===== src/hw/rtl/display_command_frame_sender_core_defines.svh =====
// Assertion macros shared by the frame sender modules.
`ifndef DISPLAY_COMMAND_FRAME_SENDER_CORE_DEFINES_SVH
`define DISPLAY_COMMAND_FRAME_SENDER_CORE_DEFINES_SVH

// Condition holds in the same cycle as the trigger.
`define DCFS_ASSERT_SAME(label, clk, rst, trig, prop, msg) \
   label: assert property (@(posedge clk) disable iff (rst) (trig) |-> (prop)) \
      else $error(msg);

// Condition holds in the cycle after the trigger.
`define DCFS_ASSERT_NEXT(label, clk, rst, trig, prop, msg) \
   label: assert property (@(posedge clk) disable iff (rst) (trig) |=> (prop)) \
      else $error(msg);

`endif


===== src/hw/rtl/dcfs_pkg.sv =====
// Types and constants shared by the display command frame sender.
package dcfs_pkg;

   localparam int MAX_PAYLOAD = 32;
   localparam int INDEX_WIDTH = $clog2(MAX_PAYLOAD);
   localparam int COUNT_WIDTH = 6;
   localparam int WORD_WIDTH  = 8;
   localparam int ADDR_WIDTH  = 7;
   localparam int CSR_ADDR_WIDTH = 3;
   localparam int CSR_DATA_WIDTH = 32;

   localparam logic [WORD_WIDTH-1:0] WORD_DC1        = 8'd17;
   localparam logic [WORD_WIDTH-1:0] WORD_ESC        = 8'd27;
   localparam logic [WORD_WIDTH-1:0] RESEND_CODE     = 8'd15;
   localparam logic [WORD_WIDTH-1:0] LENGTH_OVERHEAD = 8'd3;
   localparam logic [WORD_WIDTH-1:0] REQ_START       = 8'd0;
   localparam logic [WORD_WIDTH-1:0] REQ_COUNT       = 8'd1;

   localparam logic [0:0] REG_DEVICE_ADDRESS = 1'b0;

   typedef enum logic [1:0] {
      OP_BEGIN    = 2'd0,
      OP_PAYLOAD  = 2'd1,
      OP_RESPONSE = 2'd2
   } op_type;

   typedef enum logic [3:0] {
      ST_IDLE,
      ST_COUNT,
      ST_ADDRESS,
      ST_DC1,
      ST_LENGTH,
      ST_ESC,
      ST_CMD_FIRST,
      ST_CMD_SECOND,
      ST_ECHO,
      ST_REPLAY,
      ST_SUM,
      ST_REQ_START,
      ST_REQ_ADDRESS,
      ST_REQ_COUNT
   } state_type;

   typedef struct packed {
      logic      start_frame;
      logic      take_payload;
      logic      end_frame;
      logic      start_resend;
      logic      tail_sent;
      logic      advance_replay;
      logic      load_word;
      logic      last_word;
      state_type word_sel;
   } ctrl_cmd_type;

   typedef struct packed {
      logic out_free;
      logic awaiting;
      logic payload_open;
      logic frame_full;
      logic count_zero;
      logic replay_end;
      logic resend_code;
   } dp_status_type;

endpackage


===== src/hw/rtl/dcfs_datapath.sv =====
// Frame sender datapath: frame state, payload buffer, word mux and output register.
`include "display_command_frame_sender_core_defines.svh"

module dcfs_datapath (
   input  logic                                     clock,
   input  logic                                     reset,
   input  dcfs_pkg::ctrl_cmd_type                   cmd,
   output dcfs_pkg::dp_status_type                  status,
   input  logic [dcfs_pkg::WORD_WIDTH-1:0]          req_command_first,
   input  logic [dcfs_pkg::WORD_WIDTH-1:0]          req_command_second,
   input  logic [dcfs_pkg::COUNT_WIDTH-1:0]         req_payload_count,
   input  logic [dcfs_pkg::WORD_WIDTH-1:0]          req_data_byte,
   output logic                                     rsp_valid,
   input  logic                                     rsp_ready,
   output logic [dcfs_pkg::WORD_WIDTH-1:0]          rsp_bus_word,
   output logic                                     rsp_frame_last,
   input  logic                                     csr_psel,
   input  logic                                     csr_penable,
   input  logic                                     csr_pwrite,
   input  logic [dcfs_pkg::CSR_ADDR_WIDTH-1:0]      csr_paddr,
   input  logic [dcfs_pkg::CSR_DATA_WIDTH-1:0]      csr_pwdata,
   output logic [dcfs_pkg::CSR_DATA_WIDTH-1:0]      csr_prdata,
   output logic                                     csr_pready
);

   logic [dcfs_pkg::WORD_WIDTH-1:0]  payload_mem [dcfs_pkg::MAX_PAYLOAD];
   logic [dcfs_pkg::WORD_WIDTH-1:0]  rd_data_ff;
   logic [dcfs_pkg::INDEX_WIDTH-1:0] rd_addr;

   logic [dcfs_pkg::COUNT_WIDTH-1:0] expected_ff, expected_in;
   logic [dcfs_pkg::COUNT_WIDTH-1:0] received_ff, received_in;
   logic [dcfs_pkg::COUNT_WIDTH-1:0] replay_idx_ff, replay_idx_in;
   logic [dcfs_pkg::WORD_WIDTH-1:0]  cmd_first_ff, cmd_first_in;
   logic [dcfs_pkg::WORD_WIDTH-1:0]  cmd_second_ff, cmd_second_in;
   logic [dcfs_pkg::WORD_WIDTH-1:0]  sum_ff, sum_in;
   logic [dcfs_pkg::WORD_WIDTH-1:0]  echo_ff;
   logic                             awaiting_ff, awaiting_in;
   logic [dcfs_pkg::ADDR_WIDTH-1:0]  device_addr_ff, device_addr_in;
   logic                             out_valid_ff, out_valid_in;
   logic [dcfs_pkg::WORD_WIDTH-1:0]  out_word_ff;
   logic                             out_last_ff;

   logic [dcfs_pkg::COUNT_WIDTH-1:0] count_sat;
   logic [dcfs_pkg::WORD_WIDTH-1:0]  begin_sum;
   logic [dcfs_pkg::WORD_WIDTH-1:0]  word_mux;
   logic                             csr_write;

   assign count_sat = (req_payload_count > dcfs_pkg::COUNT_WIDTH'(dcfs_pkg::MAX_PAYLOAD))
                      ? dcfs_pkg::COUNT_WIDTH'(dcfs_pkg::MAX_PAYLOAD) : req_payload_count;

   assign begin_sum = dcfs_pkg::WORD_DC1 + dcfs_pkg::WORD_WIDTH'(count_sat)
                      + dcfs_pkg::LENGTH_OVERHEAD + dcfs_pkg::WORD_ESC
                      + req_command_first + req_command_second;

   assign csr_write  = csr_psel & csr_penable & csr_pwrite & csr_pready;
   assign csr_pready = 1'b1;
   assign csr_prdata = (csr_paddr[2] == dcfs_pkg::REG_DEVICE_ADDRESS)
                       ? dcfs_pkg::CSR_DATA_WIDTH'(device_addr_ff) : '0;

   always_comb begin
      device_addr_in = device_addr_ff;
      if (csr_write && csr_paddr[2] == dcfs_pkg::REG_DEVICE_ADDRESS) begin
         device_addr_in = csr_pwdata[dcfs_pkg::ADDR_WIDTH-1:0];
      end
   end

   always_comb begin
      expected_in   = expected_ff;
      received_in   = received_ff;
      cmd_first_in  = cmd_first_ff;
      cmd_second_in = cmd_second_ff;
      sum_in        = sum_ff;
      awaiting_in   = awaiting_ff;
      replay_idx_in = replay_idx_ff;
      if (cmd.start_frame) begin
         expected_in   = count_sat;
         received_in   = '0;
         cmd_first_in  = req_command_first;
         cmd_second_in = req_command_second;
         sum_in        = begin_sum;
         awaiting_in   = 1'b0;
      end
      if (cmd.take_payload) begin
         received_in = received_ff + dcfs_pkg::COUNT_WIDTH'(1);
         sum_in      = sum_ff + req_data_byte;
      end
      if (cmd.end_frame) begin
         awaiting_in = 1'b0;
         expected_in = '0;
         received_in = '0;
      end
      if (cmd.tail_sent) begin
         awaiting_in = 1'b1;
      end
      if (cmd.start_resend) begin
         replay_idx_in = '0;
      end
      if (cmd.advance_replay) begin
         replay_idx_in = replay_idx_ff + dcfs_pkg::COUNT_WIDTH'(1);
      end
   end

   assign rd_addr = replay_idx_in[dcfs_pkg::INDEX_WIDTH-1:0];

   always_ff @(posedge clock) begin
      if (cmd.take_payload) begin
         payload_mem[received_ff[dcfs_pkg::INDEX_WIDTH-1:0]] <= req_data_byte;
      end
      rd_data_ff <= payload_mem[rd_addr];
   end

   always_comb begin
      unique case (cmd.word_sel)
         dcfs_pkg::ST_COUNT:       word_mux = dcfs_pkg::WORD_WIDTH'(expected_ff)
                                              + dcfs_pkg::LENGTH_OVERHEAD + 8'd3;
         dcfs_pkg::ST_ADDRESS:     word_mux = {device_addr_ff, 1'b0};
         dcfs_pkg::ST_DC1:         word_mux = dcfs_pkg::WORD_DC1;
         dcfs_pkg::ST_LENGTH:      word_mux = dcfs_pkg::WORD_WIDTH'(expected_ff)
                                              + dcfs_pkg::LENGTH_OVERHEAD;
         dcfs_pkg::ST_ESC:         word_mux = dcfs_pkg::WORD_ESC;
         dcfs_pkg::ST_CMD_FIRST:   word_mux = cmd_first_ff;
         dcfs_pkg::ST_CMD_SECOND:  word_mux = cmd_second_ff;
         dcfs_pkg::ST_ECHO:        word_mux = echo_ff;
         dcfs_pkg::ST_REPLAY:      word_mux = rd_data_ff;
         dcfs_pkg::ST_SUM:         word_mux = sum_ff;
         dcfs_pkg::ST_REQ_START:   word_mux = dcfs_pkg::REQ_START;
         dcfs_pkg::ST_REQ_ADDRESS: word_mux = {device_addr_ff, 1'b1};
         dcfs_pkg::ST_REQ_COUNT:   word_mux = dcfs_pkg::REQ_COUNT;
         default:                  word_mux = '0;
      endcase
   end

   always_comb begin
      out_valid_in = out_valid_ff;
      if (cmd.load_word) begin
         out_valid_in = 1'b1;
      end else if (rsp_ready) begin
         out_valid_in = 1'b0;
      end
   end

   always_ff @(posedge clock) begin
      if (reset) begin
         expected_ff    <= '0;
         received_ff    <= '0;
         cmd_first_ff   <= '0;
         cmd_second_ff  <= '0;
         sum_ff         <= '0;
         awaiting_ff    <= 1'b0;
         replay_idx_ff  <= '0;
         device_addr_ff <= '0;
         out_valid_ff   <= 1'b0;
      end else begin
         expected_ff    <= expected_in;
         received_ff    <= received_in;
         cmd_first_ff   <= cmd_first_in;
         cmd_second_ff  <= cmd_second_in;
         sum_ff         <= sum_in;
         awaiting_ff    <= awaiting_in;
         replay_idx_ff  <= replay_idx_in;
         device_addr_ff <= device_addr_in;
         out_valid_ff   <= out_valid_in;
      end
   end

   always_ff @(posedge clock) begin
      if (cmd.take_payload) begin
         echo_ff <= req_data_byte;
      end
      if (cmd.load_word) begin
         out_word_ff <= word_mux;
         out_last_ff <= cmd.last_word;
      end
   end

   assign rsp_valid      = out_valid_ff;
   assign rsp_bus_word   = out_word_ff;
   assign rsp_frame_last = out_last_ff;

   assign status.out_free     = ~out_valid_ff | rsp_ready;
   assign status.awaiting     = awaiting_ff;
   assign status.payload_open = ~awaiting_ff & (received_ff < expected_ff);
   assign status.frame_full   = (received_ff == expected_ff);
   assign status.count_zero   = (expected_ff == '0);
   assign status.replay_end   = (replay_idx_ff + dcfs_pkg::COUNT_WIDTH'(1)) == expected_ff;
   assign status.resend_code  = (req_data_byte == dcfs_pkg::RESEND_CODE);

   `DCFS_ASSERT_SAME(a_received_bounded, clock, reset, 1'b1, received_ff <= expected_ff,
                     "received count passed expected count")
   `DCFS_ASSERT_SAME(a_expected_bounded, clock, reset, 1'b1,
                     expected_ff <= dcfs_pkg::COUNT_WIDTH'(dcfs_pkg::MAX_PAYLOAD),
                     "expected count above buffer depth")
   `DCFS_ASSERT_NEXT(a_load_shows, clock, reset, cmd.load_word, out_valid_ff,
                     "loaded word not presented")

endmodule


===== src/hw/rtl/dcfs_ctrl.sv =====
// Frame sender controller: input decode and word sequencing state machine.
`include "display_command_frame_sender_core_defines.svh"

module dcfs_ctrl (
   input  logic                       clock,
   input  logic                       reset,
   input  logic                       req_valid,
   output logic                       req_ready,
   input  logic [1:0]                 req_operation,
   input  dcfs_pkg::dp_status_type    status,
   output dcfs_pkg::ctrl_cmd_type     cmd
);

   dcfs_pkg::state_type state_ff, state_in;
   logic                replay_ff, replay_in;
   logic                accept;
   logic                emit;

   assign req_ready = (state_ff == dcfs_pkg::ST_IDLE);
   assign accept    = req_valid & req_ready;
   assign emit      = (state_ff != dcfs_pkg::ST_IDLE) & status.out_free;

   always_comb begin
      state_in  = state_ff;
      replay_in = replay_ff;
      unique case (state_ff)
         dcfs_pkg::ST_IDLE: begin
            if (accept) begin
               case (req_operation)
                  dcfs_pkg::OP_BEGIN: begin
                     state_in  = dcfs_pkg::ST_COUNT;
                     replay_in = 1'b0;
                  end
                  dcfs_pkg::OP_PAYLOAD: begin
                     if (status.payload_open) begin
                        state_in = dcfs_pkg::ST_ECHO;
                     end
                  end
                  dcfs_pkg::OP_RESPONSE: begin
                     if (status.awaiting && status.resend_code) begin
                        state_in  = dcfs_pkg::ST_COUNT;
                        replay_in = 1'b1;
                     end
                  end
                  default: state_in = dcfs_pkg::ST_IDLE;
               endcase
            end
         end
         dcfs_pkg::ST_COUNT:     if (emit) state_in = dcfs_pkg::ST_ADDRESS;
         dcfs_pkg::ST_ADDRESS:   if (emit) state_in = dcfs_pkg::ST_DC1;
         dcfs_pkg::ST_DC1:       if (emit) state_in = dcfs_pkg::ST_LENGTH;
         dcfs_pkg::ST_LENGTH:    if (emit) state_in = dcfs_pkg::ST_ESC;
         dcfs_pkg::ST_ESC:       if (emit) state_in = dcfs_pkg::ST_CMD_FIRST;
         dcfs_pkg::ST_CMD_FIRST: if (emit) state_in = dcfs_pkg::ST_CMD_SECOND;
         dcfs_pkg::ST_CMD_SECOND: begin
            if (emit) begin
               if (status.count_zero) begin
                  state_in = dcfs_pkg::ST_SUM;
               end else if (replay_ff) begin
                  state_in = dcfs_pkg::ST_REPLAY;
               end else begin
                  state_in = dcfs_pkg::ST_IDLE;
               end
            end
         end
         dcfs_pkg::ST_ECHO: begin
            if (emit) begin
               state_in = status.frame_full ? dcfs_pkg::ST_SUM : dcfs_pkg::ST_IDLE;
            end
         end
         dcfs_pkg::ST_REPLAY: begin
            if (emit && status.replay_end) begin
               state_in = dcfs_pkg::ST_SUM;
            end
         end
         dcfs_pkg::ST_SUM:         if (emit) state_in = dcfs_pkg::ST_REQ_START;
         dcfs_pkg::ST_REQ_START:   if (emit) state_in = dcfs_pkg::ST_REQ_ADDRESS;
         dcfs_pkg::ST_REQ_ADDRESS: if (emit) state_in = dcfs_pkg::ST_REQ_COUNT;
         dcfs_pkg::ST_REQ_COUNT:   if (emit) state_in = dcfs_pkg::ST_IDLE;
         default:                  state_in = dcfs_pkg::ST_IDLE;
      endcase
   end

   always_comb begin
      cmd                = '0;
      cmd.word_sel       = state_ff;
      cmd.load_word      = emit;
      cmd.advance_replay = emit && (state_ff == dcfs_pkg::ST_REPLAY);
      cmd.tail_sent      = emit && (state_ff == dcfs_pkg::ST_REQ_COUNT);
      unique case (state_ff)
         dcfs_pkg::ST_CMD_SECOND: cmd.last_word = ~replay_ff & ~status.count_zero;
         dcfs_pkg::ST_ECHO:       cmd.last_word = ~status.frame_full;
         dcfs_pkg::ST_REQ_COUNT:  cmd.last_word = 1'b1;
         default:                 cmd.last_word = 1'b0;
      endcase
      if (accept) begin
         case (req_operation)
            dcfs_pkg::OP_BEGIN:    cmd.start_frame  = 1'b1;
            dcfs_pkg::OP_PAYLOAD:  cmd.take_payload = status.payload_open;
            dcfs_pkg::OP_RESPONSE: begin
               cmd.start_resend = status.awaiting & status.resend_code;
               cmd.end_frame    = status.awaiting & ~status.resend_code;
            end
            default: cmd.start_frame = 1'b0;
         endcase
      end
   end

   always_ff @(posedge clock) begin
      if (reset) begin
         state_ff  <= dcfs_pkg::ST_IDLE;
         replay_ff <= 1'b0;
      end else begin
         state_ff  <= state_in;
         replay_ff <= replay_in;
      end
   end

   `DCFS_ASSERT_NEXT(a_tail_sets_await, clock, reset, cmd.tail_sent, status.awaiting,
                     "acknowledge request sent without awaiting response")
   `DCFS_ASSERT_SAME(a_replay_has_payload, clock, reset, state_ff == dcfs_pkg::ST_REPLAY,
                     !status.count_zero, "replay with empty payload")
   `DCFS_ASSERT_NEXT(a_echo_after_payload, clock, reset, cmd.take_payload,
                     state_ff == dcfs_pkg::ST_ECHO, "payload byte taken but not echoed")

endmodule


===== src/hw/rtl/display_command_frame_sender_core.sv =====
// Top level of the display command frame sender.
//
//   channel   direction  handshake                    payload
//   req_      in         req_valid / req_ready        operation, command_first/second,
//                                                     payload_count, data_byte
//   rsp_      out        rsp_valid / rsp_ready        bus_word, frame_last
//   csr_      in/out     psel, penable, pwrite, pready  paddr, pwdata, prdata
//
// An item is taken while idle; it then emits its run, if any, at one word per
// cycle while rsp_ready allows, from a single output register. The next item
// is taken once the last word is loaded. Replay reads the payload buffer one
// entry per cycle while rsp_ready allows, via a registered read fetched ahead.
// Synchronous active-high reset clears all frame state; no clearing pass.
module display_command_frame_sender_core (
   input  logic                                  clock,
   input  logic                                  reset,
   input  logic                                  req_valid,
   output logic                                  req_ready,
   input  logic [1:0]                            req_operation,
   input  logic [dcfs_pkg::WORD_WIDTH-1:0]       req_command_first,
   input  logic [dcfs_pkg::WORD_WIDTH-1:0]       req_command_second,
   input  logic [dcfs_pkg::COUNT_WIDTH-1:0]      req_payload_count,
   input  logic [dcfs_pkg::WORD_WIDTH-1:0]       req_data_byte,
   output logic                                  rsp_valid,
   input  logic                                  rsp_ready,
   output logic [dcfs_pkg::WORD_WIDTH-1:0]       rsp_bus_word,
   output logic                                  rsp_frame_last,
   input  logic                                  csr_psel,
   input  logic                                  csr_penable,
   input  logic                                  csr_pwrite,
   input  logic [dcfs_pkg::CSR_ADDR_WIDTH-1:0]   csr_paddr,
   input  logic [dcfs_pkg::CSR_DATA_WIDTH-1:0]   csr_pwdata,
   output logic [dcfs_pkg::CSR_DATA_WIDTH-1:0]   csr_prdata,
   output logic                                  csr_pready
);

   dcfs_pkg::ctrl_cmd_type  cmd;
   dcfs_pkg::dp_status_type status;

   dcfs_ctrl u_ctrl (
      .clock         (clock),
      .reset         (reset),
      .req_valid     (req_valid),
      .req_ready     (req_ready),
      .req_operation (req_operation),
      .status        (status),
      .cmd           (cmd)
   );

   dcfs_datapath u_datapath (
      .clock              (clock),
      .reset              (reset),
      .cmd                (cmd),
      .status             (status),
      .req_command_first  (req_command_first),
      .req_command_second (req_command_second),
      .req_payload_count  (req_payload_count),
      .req_data_byte      (req_data_byte),
      .rsp_valid          (rsp_valid),
      .rsp_ready          (rsp_ready),
      .rsp_bus_word       (rsp_bus_word),
      .rsp_frame_last     (rsp_frame_last),
      .csr_psel           (csr_psel),
      .csr_penable        (csr_penable),
      .csr_pwrite         (csr_pwrite),
      .csr_paddr          (csr_paddr),
      .csr_pwdata         (csr_pwdata),
      .csr_prdata         (csr_prdata),
      .csr_pready         (csr_pready)
   );

endmodule


===== config.mk =====
export PLATFORM = sky130hd
export DESIGN_NAME = display_command_frame_sender_core
export DESIGN_NICKNAME = d
export VERILOG_FILES = /design/src/hw/rtl/dcfs_pkg.sv /design/src/hw/rtl/dcfs_datapath.sv /design/src/hw/rtl/dcfs_ctrl.sv /design/src/hw/rtl/display_command_frame_sender_core.sv
export VERILOG_INCLUDE_DIRS = /design/src /design/src/hw/rtl
export SDC_FILE = /design/constraint.sdc
export NUM_CORES = 1
export LEC_CHECK = 0
export ABC_AREA = 0
export BUFFER_PORTS_ARGS = -buffer_cell sky130_fd_sc_hd__buf_2
export CAP_MARGIN = 20
export CORE_UTILIZATION = 60
export DETAILED_ROUTE_END_ITERATION = 6
export GPL_TIMING_DRIVEN = 0
export HOLD_SLACK_MARGIN = 0.1
export PLACE_DENSITY = 0.78
export SLEW_MARGIN = 40
export SYNTH_ARGS = -nofsm -noshare
export SYNTH_HDL_FRONTEND = slang
export SYNTH_SLANG_ARGS = --single-unit

===== constraint.sdc =====
create_clock -name clock -period 4.2 [get_ports clock]
set_input_delay 0 -clock clock [delete_from_list [all_inputs] [get_ports clock]]
set_output_delay 0 -clock clock [all_outputs]
set_load 0.05 [all_outputs]

==> impl_metrics.tcl <==
set metrics [dict create \
    status "complete, no violations" \
    ctsHtreeMaxLevel 2 \
    finalCriticalPeriod_ns 4.16 \
    synth_edf_count 273 \
    hold_ws_ns 0.109 \
    drt.antenna.violating_nets 0 \
    design.core.area_sq_mm 0.0253 \
    detailed_place_hpwl_mm 25.7 \
    cts_inserted_buffers 35 \
    io_pins 118 \
    setup_viol 0 \
    vias 10600 \
    finalNetCount 1444 \
    drcViolationCount 0 \
    first_pass_iters 6 \
    diodes 0 \
    cts_tree "yes" \
    routed_wl_mm 39.3 \
    busiest_layer "met2" \
    clk_latency_ns 0.52 \
    ff2ff_path_depth 9 \
    wire_per_inst_um 23.4 \
    start_util 0.614 \
    use_met3 0.0486 \
    ys_types 68 \
    synthCells 1166 \
    drtIter0Drc 1156 \
    final_layout_size_suffix_gt1_frac 0.155 \
    avgViaCountPerCell 6.29 \
    ys.warnings.count 0 \
    fin_area_sq_mm 0.0178 \
    slew_headroom 0.438 \
    antenna_found_initial 0 \
    async_reset_ff_frac 0 \
    grt_overflow 0 \
    slew_viol_final 0 \
    endpoint_kind "flop" \
    fillers 1678 \
    place_area_sq_mm 0.0163 \
    cap_violations 0 \
    grt_use_met1 0.419 \
    grt.total_usage 0.301 \
    grt_pass1_wl_mm 59.0 \
    clock.fmax_ghz 0.240 \
    die_y_um 163 \
    die_w_um 163 \
    grt_pass1_vias 10200 \
    crit_path_start_kind "flop" \
    cts.path.max_buffers 3 \
    hold_class "primary input to flop" \
    required_ns 4.34 \
    clock-root-buffer "clkbuf_16" \
    min_period_over_period 0.990 \
    syn-cell-area_sq_mm 0.0155 \
    seq_area_sq_mm 0.00948 \
    areaGrowthSynthToFinish_pct 14.7 \
    ys_seq_elements 337 \
    num_rows 58 \
    die-area_sq_mm 0.0265 \
    criticalPathCategory "flop to flop" \
    place_congestion 0.952 \
    grt_use_met2 0.477 \
    post_cts_buffers 0 \
    port_buffers 64 \
    rsz0062_at_grt "yes" \
    grt_max_degree 37 \
    critical_path.max_fanout 10 \
    clkTransAtPathRegs_ns 0.06 \
    power_density_mw_per_mm2 456 \
    synth-main-ff-cell "edfxtp_1" \
    cts.sinks 337 \
    fin_worst_skew_ns 0.0244 \
    peakVddDrop_mv 0.472 \
    tightest_slew_ns 0.843 \
    p_leak_nw 6.78 \
    multiInputGateArea_sq_mm 0.00545 \
    seq_area_frac_synth 0.611 \
    syn_area_per_cell_sq_um 13.3 \
    min_delay_path_depth 1 \
    hold_viol 0 \
    worstPathArrival_ns 4.30 \
]
through the flow:
step | power (mW) | TNS, ns | std cells | setup slack (ns) | util
final | 8.10 | 0 | 1681 | 0.0400 | 0.704
after global routing | 8.36 | -14.58 | 1681 | -0.132 | 0.704
after detailed placement | 5.24 | 0 | 1585 | 0.0885 | 0.647
after CTS | 8.09 | 0 | 1681 | 0.124 | 0.703
after floorplan | 4.84 | 0 | 1191 | 0.915 | -
after global placement | 5.23 | -12.45 | 1585 | -0.132 | 0.647
layout by cell type, fill, tap and decap left out, types with 5 or more instances in the layout:
cell / instances
edfxtp_1: 273
mux2i_1: 96
nor2_1: 81
nand2_1: 79
a21oi_1: 72
buf_2: 69
dfxtp_1: 64
clkbuf_1: 47
inv_1: 44
clkbuf_16: 36
buf_4: 35
dlygate4sd3_1: 35
ha_1: 34
a22oi_1: 33
mux4_2: 32
conb_1: 27
o21ai_0: 24
nand3_1: 22
xnor2_1: 20
a221oi_1: 20
nor2b_1: 16
nor3_1: 13
nand4_1: 13
xor2_1: 9
clkinv_1: 9
fa_1: 9
a31oi_1: 8
nand2b_1: 7
nor2_2: 7
or3_1: 6
buf_1: 5
a21o_1: 5
cells by family (layout without fill, tap and decap cells):
logic type | after synthesis | in the layout | share of synthesized area
fa+ha+maj | 43 | 43 | 0.0391
xor+xnor | 29 | 29 | 0.0164
simple gates | 278 | 278 | 0.0853
compound gates | 211 | 211 | 0.0912
buf+inv | 135 | 295 | 0.0455
mux | 131 | 131 | 0.111
other cells | 2 | 27 | 0.000484
flops | 337 | 337 | 0.611
synthesized netlist by cell type, drive strengths merged (5+ instances only):
master | number | area (sq um)
a21o | 5 | 37.5
a21oi | 72 | 360
a221oi | 20 | 175
a22oi | 33 | 248
a31oi | 8 | 50.1
buf | 51 | 390
clkbuf | 39 | 146
dfxtp | 64 | 1280
edfxtp | 273 | 8200
fa | 9 | 180
ha | 34 | 425
inv | 44 | 165
mux2i | 96 | 961
mux4 | 32 | 721
nand2 | 79 | 297
nand2b | 7 | 43.8
nand3 | 22 | 110
nand4 | 13 | 81.3
nor2 | 88 | 330
nor2b | 16 | 100
nor3 | 16 | 85.1
o21ai | 24 | 120
or3 | 6 | 37.5
or4 | 5 | 41.3
xnor2 | 20 | 175
xor2 | 9 | 78.8
what timing repair did:
| action | 4_1_cts | 5_1_grt |
|---|---|---|
| endpoints found under the hold margin | 72 | 0 |
| endpoints found under the setup margin | 0 | 184 |
| gates resized for setup | 0 | 4 |
| hold buffers | 35 | 0 |
report_power, final:
group          switching, mW  internal [mW]  leakage, nW  total, mW
clock network           1.25           1.62        0.518       2.87
registers             0.0632           3.73         2.98       3.80
logic                  0.982          0.453         3.28       1.43
worst max-delay path: stages, from the launching register on:
cell and delay (ns):
dfxtp_1 0.30, clkbuf_1 0.37, inv_1 0.17, ha_1 0.22, a21o_1 0.17, a211o_1 0.32, nor4_2 0.65, clkbuf_1 0.43
nand2_1 0.42, nor2_1 0.72
per-layer routing:
layer | vias up | wire length, um
met5 | - | 0
met4 | 0 | 1390
met3 | 101 | 3510
met2 | 607 | 18500
met1 | 5175 | 15900
li1 | 4696 | -
registers in the layout, summed over array words and instances (netlist names):
signal / count
u_datapath.rsp_bus_word: 8
u_datapath.replay_idx_ff: 6
u_datapath.received_ff: 6
u_datapath.expected_ff: 6
u_datapath.rd_data_ff: 8
u_datapath.sum_ff: 8
u_datapath.payload_mem: 256
u_datapath.rsp_frame_last: 1
u_datapath.awaiting_ff: 1
u_datapath.cmd_first_ff: 8
u_datapath.echo_ff: 8
u_ctrl.state_ff: 4
u_datapath.device_addr_ff: 7
u_ctrl.replay_ff: 1
u_datapath.rsp_valid: 1
u_datapath.cmd_second_ff: 8
layout make-up:
cell class	instances	share of cell area
flip-flops and latches	337	0.533
multi-input cells	719	0.306
clock buffers	46	0.0539
repair buffers	99	0.0377
plain buffers	90	0.0303
well taps	330	0.0232
inverters	45	0.00950
clock inverters	15	0.00591
final timing paths:
| check | from | to | slack [ns] |
|---|---|---|---|
| max | u_datapath.expected_ff[3] | u_datapath.payload_mem[17][4] | 0.04 |
| min | req_data_byte[0] | u_datapath.payload_mem[25][0] | 0.11 |
| max reg2reg | u_datapath.expected_ff[3] | u_datapath.payload_mem[17][4] | 0.04 |
| min reg2reg | u_datapath.cmd_first_ff[5] | u_datapath.cmd_first_ff[5] | 0.48 |
No activity file was read; power rests on OpenSTA's default activity.
